--- config.mk ---
export PLATFORM = sky130hd
export DESIGN_NAME = pbsa_ctrl
export DESIGN_NICKNAME = d
export VERILOG_FILES = /design/src/pbsa_pkg.sv /design/src/pbsa_ctrl.sv
export SDC_FILE = /design/constraint.sdc
export NUM_CORES = 1
export LEC_CHECK = 0
export BUFFER_PORTS_ARGS = -buffer_cell sky130_fd_sc_hd__buf_2
export CORE_MARGIN = 5
export CORE_UTILIZATION = 47
export CTS_CLUSTER_SIZE = 12
export DETAILED_ROUTE_END_ITERATION = 8
export GPL_ROUTABILITY_DRIVEN = 1
export PLACE_DENSITY = 0.71
export SLEW_MARGIN = 25
export SYNTH_ARGS = -nofsm -noshare
export SYNTH_HDL_FRONTEND = slang
export SYNTH_SLANG_ARGS = --single-unit
--- constraint.sdc ---
create_clock -name clk -period 1.9 [get_ports clk]
set_input_delay 0.19 -clock clk [delete_from_list [all_inputs] [get_ports clk]]
set_output_delay 0.19 -clock clk [all_outputs]
set_load 0.02 [all_outputs]
--- src/pbsa_pkg.sv ---
// Shared types, constants and helpers for the profile bin symbol attribution block.
`default_nettype none
package pbsa_pkg;

  localparam int MAX_SYMBOLS = 1024;
  localparam int SHARE_SCALE = 100;

  localparam int IDX_W   = $clog2(MAX_SYMBOLS);
  localparam int CNT_W   = $clog2(MAX_SYMBOLS + 1);
  localparam int ADDR_W  = 16;
  localparam int SPAN_W  = ADDR_W + 1;
  localparam int ACC_W   = 48;
  localparam int CALL_W  = 31;
  localparam int TICK_W  = 15;
  localparam int REQ_W   = 3;
  localparam int SIDX_W  = 10;
  localparam int STAT_W  = 2;
  localparam int CFG_IDX_W = 1;
  localparam int CFG_W   = 16;

  // widest overlap times scale, and the full rounded dividend
  localparam longint PROD_MAX = longint'(SHARE_SCALE) * (longint'(1) << ADDR_W);
  localparam int     PROD_W   = $clog2(PROD_MAX + 1);
  localparam longint DIVD_MAX = PROD_MAX * ((longint'(1) << TICK_W) - 1)
                                + (longint'(1) << (ADDR_W - 1));
  localparam int     DIVD_W   = $clog2(DIVD_MAX + 1);
  localparam int     DCNT_W   = $clog2(DIVD_W + 1);

  localparam logic [ACC_W-1:0] ACC_MAX = {ACC_W{1'b1}};

  typedef enum logic [REQ_W-1:0] {
    REQ_LOAD  = 3'd0,
    REQ_CALL  = 3'd1,
    REQ_BIN   = 3'd2,
    REQ_READ  = 3'd3,
    REQ_BEGIN = 3'd4
  } req_t;

  typedef enum logic [STAT_W-1:0] {
    ST_OK    = 2'd0,
    ST_FULL  = 2'd1,
    ST_RANGE = 2'd2,
    ST_NOSYM = 2'd3
  } stat_t;

  typedef enum logic [CFG_IDX_W-1:0] {
    CFG_LOW_PC     = 1'b0,
    CFG_HALF_SCALE = 1'b1
  } cfg_t;

  typedef enum logic [4:0] {
    OP_IDLE, OP_LATCH, OP_DISPATCH, OP_LOAD,
    OP_CALL_RD, OP_CALL_STEP, OP_CALL_RDC, OP_CALL_UPD,
    OP_BIN_STEP, OP_BIN_RD0, OP_BIN_FIRST, OP_NXT_RD, OP_SKIP_STEP, OP_NXT_LATCH,
    OP_OV, OP_MUL, OP_DIV_START, OP_ACC,
    OP_SYM_RD, OP_SYM_CAP, OP_BEG_START, OP_BEG_FIN, OP_OUT_LOAD
  } op_t;

  typedef enum logic [4:0] {
    S_IDLE, S_DISPATCH, S_LOAD,
    S_CALL_RD, S_CALL_CMP, S_CALL_UPD,
    S_BIN_STEP, S_BIN_CHK, S_BIN_FIRST, S_SKIP_RD, S_SKIP_CMP,
    S_OV, S_MUL, S_DIV_START, S_DIV_WAIT, S_ACC, S_WALK_RD, S_WALK_LAT,
    S_SYM_RD, S_SYM_CAP, S_BEG_START, S_BEG_WAIT, S_BEG_FIN, S_DONE
  } state_t;

  typedef struct packed {
    op_t op;
  } cmd_t;

  typedef struct packed {
    req_t req;
    logic no_syms;
    logic full;
    logic idx_bad;
    logic call_more;
    logic bin_idle;
    logic first_miss;
    logic skip_more;
    logic walk_end;
    logic div_busy;
  } st_t;

  function automatic logic [ACC_W-1:0] sat_add(input logic [ACC_W-1:0] a,
                                               input logic [ACC_W-1:0] b);
    logic [ACC_W:0] s;
    s = {1'b0, a} + {1'b0, b};
    return s[ACC_W] ? ACC_MAX : s[ACC_W-1:0];
  endfunction

endpackage
`default_nettype wire

--- src/pbsa_ctrl.sv ---
// Controller: sequences each item through the datapath and owns the handshakes.
`default_nettype none
module pbsa_ctrl (
  input  logic            clk,
  input  logic            rst,
  input  logic            in_valid,
  output logic            in_ready,
  output logic            out_valid,
  input  logic            out_ready,
  input  pbsa_pkg::st_t   st,
  output pbsa_pkg::cmd_t  cmd
);
  import pbsa_pkg::*;

  state_t state, state_next;
  logic   out_free;

  assign out_free = !out_valid || out_ready;

  always_ff @(posedge clk) begin
    if (rst) state <= S_IDLE;
    else     state <= state_next;
  end

  always_ff @(posedge clk) begin
    if (rst)                        out_valid <= 1'b0;
    else if (cmd.op == OP_OUT_LOAD) out_valid <= 1'b1;
    else if (out_ready)             out_valid <= 1'b0;
  end

  always_comb begin
    state_next = state;
    unique case (state)
      S_IDLE:     if (in_valid) state_next = S_DISPATCH;
      S_DISPATCH: begin
        unique case (st.req)
          REQ_LOAD:  state_next = st.full ? S_DONE : S_LOAD;
          REQ_CALL:  state_next = st.no_syms ? S_DONE : S_CALL_RD;
          REQ_BIN:   state_next = S_BIN_STEP;
          REQ_READ:  state_next = (st.no_syms || st.idx_bad) ? S_DONE : S_SYM_RD;
          REQ_BEGIN: state_next = S_BEG_START;
          default:   state_next = S_DONE;
        endcase
      end
      S_LOAD:      state_next = S_DONE;
      S_CALL_RD:   state_next = S_CALL_CMP;
      S_CALL_CMP:  state_next = st.call_more ? S_CALL_RD : S_CALL_UPD;
      S_CALL_UPD:  state_next = S_DONE;
      S_BIN_STEP:  state_next = S_BIN_CHK;
      S_BIN_CHK:   state_next = st.bin_idle ? S_DONE : S_BIN_FIRST;
      S_BIN_FIRST: state_next = st.first_miss ? S_DONE : S_SKIP_RD;
      S_SKIP_RD:   state_next = S_SKIP_CMP;
      S_SKIP_CMP:  state_next = st.skip_more ? S_SKIP_RD : S_OV;
      S_OV:        state_next = S_MUL;
      S_MUL:       state_next = S_DIV_START;
      S_DIV_START: state_next = S_DIV_WAIT;
      S_DIV_WAIT:  if (!st.div_busy) state_next = S_ACC;
      S_ACC:       state_next = st.walk_end ? S_DONE : S_WALK_RD;
      S_WALK_RD:   state_next = S_WALK_LAT;
      S_WALK_LAT:  state_next = S_OV;
      S_SYM_RD:    state_next = S_SYM_CAP;
      S_SYM_CAP:   state_next = S_DONE;
      S_BEG_START: state_next = S_BEG_WAIT;
      S_BEG_WAIT:  if (!st.div_busy) state_next = S_BEG_FIN;
      S_BEG_FIN:   state_next = S_DONE;
      S_DONE:      if (out_free) state_next = S_IDLE;
      default:     state_next = S_IDLE;
    endcase
  end

  always_comb begin
    cmd.op   = OP_IDLE;
    in_ready = 1'b0;
    unique case (state)
      S_IDLE: begin
        in_ready = 1'b1;
        if (in_valid) cmd.op = OP_LATCH;
      end
      S_DISPATCH:  cmd.op = OP_DISPATCH;
      S_LOAD:      cmd.op = OP_LOAD;
      S_CALL_RD:   cmd.op = OP_CALL_RD;
      S_CALL_CMP:  cmd.op = st.call_more ? OP_CALL_STEP : OP_CALL_RDC;
      S_CALL_UPD:  cmd.op = OP_CALL_UPD;
      S_BIN_STEP:  cmd.op = OP_BIN_STEP;
      S_BIN_CHK:   if (!st.bin_idle) cmd.op = OP_BIN_RD0;
      S_BIN_FIRST: if (!st.first_miss) cmd.op = OP_BIN_FIRST;
      S_SKIP_RD:   cmd.op = OP_NXT_RD;
      S_SKIP_CMP:  cmd.op = st.skip_more ? OP_SKIP_STEP : OP_NXT_LATCH;
      S_OV:        cmd.op = OP_OV;
      S_MUL:       cmd.op = OP_MUL;
      S_DIV_START: cmd.op = OP_DIV_START;
      S_ACC:       cmd.op = OP_ACC;
      S_WALK_RD:   cmd.op = OP_NXT_RD;
      S_WALK_LAT:  cmd.op = OP_NXT_LATCH;
      S_SYM_RD:    cmd.op = OP_SYM_RD;
      S_SYM_CAP:   cmd.op = OP_SYM_CAP;
      S_BEG_START: cmd.op = OP_BEG_START;
      S_BEG_FIN:   cmd.op = OP_BEG_FIN;
      S_DONE:      if (out_free) cmd.op = OP_OUT_LOAD;
      default: ;
    endcase
  end
endmodule
`default_nettype wire

==> summary.txt <==
Yosys
  – Most used flip-flop cell after synthesis: sky130_fd_sc_hd__dfxtp_1
  – Top area cells in the synthesized netlist: sky130_fd_sc_hd__dfxtp_1 (12%), sky130_fd_sc_hd__o21ai_0 (6.5%), sky130_fd_sc_hd__nor2_1 (6.4%)
  – Adder-cell share of the synthesized area: 0
  – Summed instance area of the synthesized netlist: roughly 990 um2
  – Synthesized netlist net count: between 150 and 200
  – Fraction of registers with async set or reset after synthesis: 0
  – Register bit count reported by yosys: 6
  – Post-synthesis simple-gate area fraction: 0.384
  – Post-synthesis mux area share: 0.0202
  – Combinational family with the most area after synthesis: simple AND/OR/NAND/NOR gates
  – Post-synth cell types: 45
  – Synth area leader: sky130_fd_sc_hd__dfxtp_1
  – Fraction of the mapped netlist area in compound gates: 0.364
  – Total number of yosys warnings: 0
  – Per-instance average area after synthesis: approximately 6.5 um2
  – Synth Area in XOR/XNOR: 0.0176
  – Number of enable-type register cells in the synthesized netlist: 0
  – Fraction of the yosys area taken by sequential cells: 0.121
  – Gate count of the mapped netlist: between 150 and 200
  – Post-synth top area share: 0.121

CTS
  – Clock latency of the later-clocked register in the worst-skew pair: about 0.25 ns
  – Clock-pin slew on the worst setup and hold paths: roughly 0.05 ns
  – TritonCTS sink count: 6
  – Clock H-tree levels: 1
  – TritonCTS clock tree: done
  – Post-CTS Hold Buffers: 0
  – Clock tree root buffer cell: sky130_fd_sc_hd__clkbuf_4
  – Buffer depth of the longest clock path: 2
  – Number of CTS-inserted buffers: 3

Power
  – Leakage: roughly 0.00054 uW
  – Total power: 1910 uW
  – Total power divided by cell area: about 1500 nW/um2
  – Worst-case vdd ir drop: 0.770 mV

Hold path
  – Min-Delay Path Class: in -> reg

Timing
  – Final worst hold slack: 0.167 ns
  – Actual transition at the worst max-transition pin: about 0.42 ns
  – Period utilisation layout: 0.986
  – Setup repair after global routing missed its margin: yes
  – Relative slew margins: 0.720
  – Maximum frequency from static timing analysis: about 530 MHz
  – Final worst path period need: between 1.5 and 2 ns
  – Final number of hold-violating endpoints: 0
  – Final setup violation count: 0
  – Max Clock Skew: around 0.0041 ns
  – Slew Limit Fails: 0

Global routing
  – Total global routing overflow: 0
  – Vias in the first global route: 1,103
  – Pin count of the biggest net entering global routing: 28
  – First-pass GRT wire length: 5200 um
  – Initial antenna violation count: 0
  – GRT Resource Usage Total: 0.202

Status
  – Result of the run: finished clean

Detailed routing
  – Count of vias placed by the detailed router: ~1,300
  – Aggregate routed wire length: ~3200 um
  – Final ANT Viol Nets: 0
  – Iteration-0 DRC Markers: 65
  – Number of remaining DRC errors: 0
  – Count of TritonRoute iterations in the first routing pass: 5
  – Via density per instance: roughly 6.1
  – Routed WL per cell: roughly 15 um

Worst setup path
  – Worst Path Class, Setup: reg -> out
  – Endpoint arrival time on the critical path: around 1.7 ns
  – Worst Path Required: roughly 1.7 ns
  – Crit-path max FO: 14
  – CP startpoint kind: register
  – Category of the worst setup path capture point: primary output

Cells and area
  – Number of filler instances in the final layout: 177
  – Number of antenna diodes: 0
  – Fraction of layout instances using a drive strength above 1: 0.326
  – Flip-flop and latch area: between 100 and 150 um2
  – Fin nets: between 150 and 200
  – Multi-input logic area: 827 um2
  – Layout overhead on the synthesized area: 31.0%

Floorplanning
  – Core area: about 2000 um2
  – Top-level I/O count: 23
  – Placement Rows: 16
  – Area of the die: ~3100 um2
  – Chip height: roughly 56 um
  – Initial Utilization: 0.501
  – Chip Width: 56.0 um

Flow run
  – Max-cap violations: 0

Placed design
  – Count of input and output buffers: 22
  – Routability congestion estimate: 0.934
  – Detailed placement HPWL: about 2300 um
## synth_stat cells (2+ instances only)
master,n
sky130_fd_sc_hd__a31oi_1,7
sky130_fd_sc_hd__nor2_1,17
sky130_fd_sc_hd__a21oi_1,10
sky130_fd_sc_hd__nand2b_1,5
sky130_fd_sc_hd__o21ai_0,13
sky130_fd_sc_hd__nand2_1,12
sky130_fd_sc_hd__buf_2,8
sky130_fd_sc_hd__mux2i_1,2
sky130_fd_sc_hd__a211o_1,2
sky130_fd_sc_hd__nand3_1,4
sky130_fd_sc_hd__nor4bb_1,2
sky130_fd_sc_hd__a22oi_1,4
sky130_fd_sc_hd__nor2b_1,10
sky130_fd_sc_hd__o221ai_1,2
sky130_fd_sc_hd__nor3_1,6
sky130_fd_sc_hd__o32ai_1,2
sky130_fd_sc_hd__o21bai_1,4
sky130_fd_sc_hd__nand3b_1,2
sky130_fd_sc_hd__or2_2,4
sky130_fd_sc_hd__dfxtp_1,6
sky130_fd_sc_hd__inv_1,7
## critical path, cell delays in order (launching register included)
cell	delay (ns)
sky130_fd_sc_hd__dfxtp_4	0.35
sky130_fd_sc_hd__buf_12	0.15
sky130_fd_sc_hd__or3_4	0.41
sky130_fd_sc_hd__nor2_2	0.09
sky130_fd_sc_hd__mux2i_1	0.07
sky130_fd_sc_hd__o221ai_1	0.20
sky130_fd_sc_hd__buf_4	0.17
## report_power, final
group          switching [uW]  internal (uW)
combinational             816            688
clock                    50.9           71.8
sequential                103            181
## cells in the final DEF (no fill, tap or decap), types with 2 or more instances in the layout
| master | Yosys | layout |
|---|---|---|
| sky130_fd_sc_hd__clkbuf_4 | 0 | 3 |
| sky130_fd_sc_hd__mux2i_1 | 2 | 2 |
| sky130_fd_sc_hd__buf_2 | 8 | 20 |
| sky130_fd_sc_hd__o21bai_1 | 4 | 4 |
| sky130_fd_sc_hd__o221ai_1 | 2 | 2 |
| sky130_fd_sc_hd__nor3_4 | 1 | 2 |
| sky130_fd_sc_hd__buf_4 | 1 | 15 |
| sky130_fd_sc_hd__a21oi_1 | 10 | 10 |
| sky130_fd_sc_hd__inv_1 | 7 | 7 |
| sky130_fd_sc_hd__a211o_1 | 2 | 2 |
| sky130_fd_sc_hd__nor2b_1 | 10 | 10 |
| sky130_fd_sc_hd__nand2_1 | 12 | 12 |
| sky130_fd_sc_hd__nand3_1 | 4 | 4 |
| sky130_fd_sc_hd__nor2_1 | 17 | 16 |
| sky130_fd_sc_hd__dfxtp_2 | 0 | 2 |
| sky130_fd_sc_hd__o21ai_1 | 0 | 2 |
| sky130_fd_sc_hd__or2_2 | 4 | 4 |
| sky130_fd_sc_hd__nor3_1 | 6 | 4 |
| sky130_fd_sc_hd__nand2b_1 | 5 | 4 |
| sky130_fd_sc_hd__dfxtp_4 | 0 | 3 |
| sky130_fd_sc_hd__a31oi_1 | 7 | 7 |
| sky130_fd_sc_hd__a22oi_1 | 4 | 3 |
| sky130_fd_sc_hd__nand3b_1 | 2 | 2 |
| sky130_fd_sc_hd__o32ai_1 | 2 | 2 |
| sky130_fd_sc_hd__o21ai_0 | 13 | 11 |
| sky130_fd_sc_hd__nor3_2 | 1 | 2 |
## registers in the layout, indices dropped and copies added (netlist names)
signal     cells
state          5
out_valid      1
## worst paths after layout
check	cells after the start	to	from	slack, ns
max reg2reg	7	state[1]	state[4]	0.14
min reg2reg	3	out_valid	out_valid	0.63
min	2	state[3]	rst	0.17
max	6	cmd[1]	state[4]	0.03
## metal layers
layer	routed length, um	vias to the layer above	global-route usage
met3	284	9	0.0116
li1	-	623	-
met4	62	0	0.0610
met5	0	-	0
met2	1500	71	0.331
met1	1360	576	0.281
## final cells by class
cell class              instances  share of cell area
clock buffers                   3              0.0173
inverters                       7              0.0202
multi-input cells             128               0.636
flip-flops and latches          6               0.103
well taps                      27              0.0260
repair buffers                 37               0.198
## cells by family after synthesis
kind of cell	Yosys count
simple gates	69
compound gates	55
buf+inv	19
flops	6
xor+xnor	2
mux	2
## through the flow
step / TNS (ns) / cell area, um2 / utilization / std cells / setup WS (ns)
3_5_place_dp: 0 / 1170 / 0.592 / 202 / 0.0874
3_3_place_gp: 0 / 1170 / 0.592 / 202 / 0.114
4_1_cts: 0 / 1240 / 0.626 / 205 / 0.00961
6_report: 0 / 1300 / 0.657 / 208 / 0.0265
5_1_grt: -0.0569 / 1300 / 0.657 / 208 / -0.0261
2_1_floorplan: 0 / 993 / - / 153 / 0.264
## repair_timing
item	CTS	global route
endpoints found under the setup margin	5	4
gates resized for setup	10	10
cloned	0	1
setup buffers	0	2
pin swaps	1	3
Power figures use the tool's default switching activity.
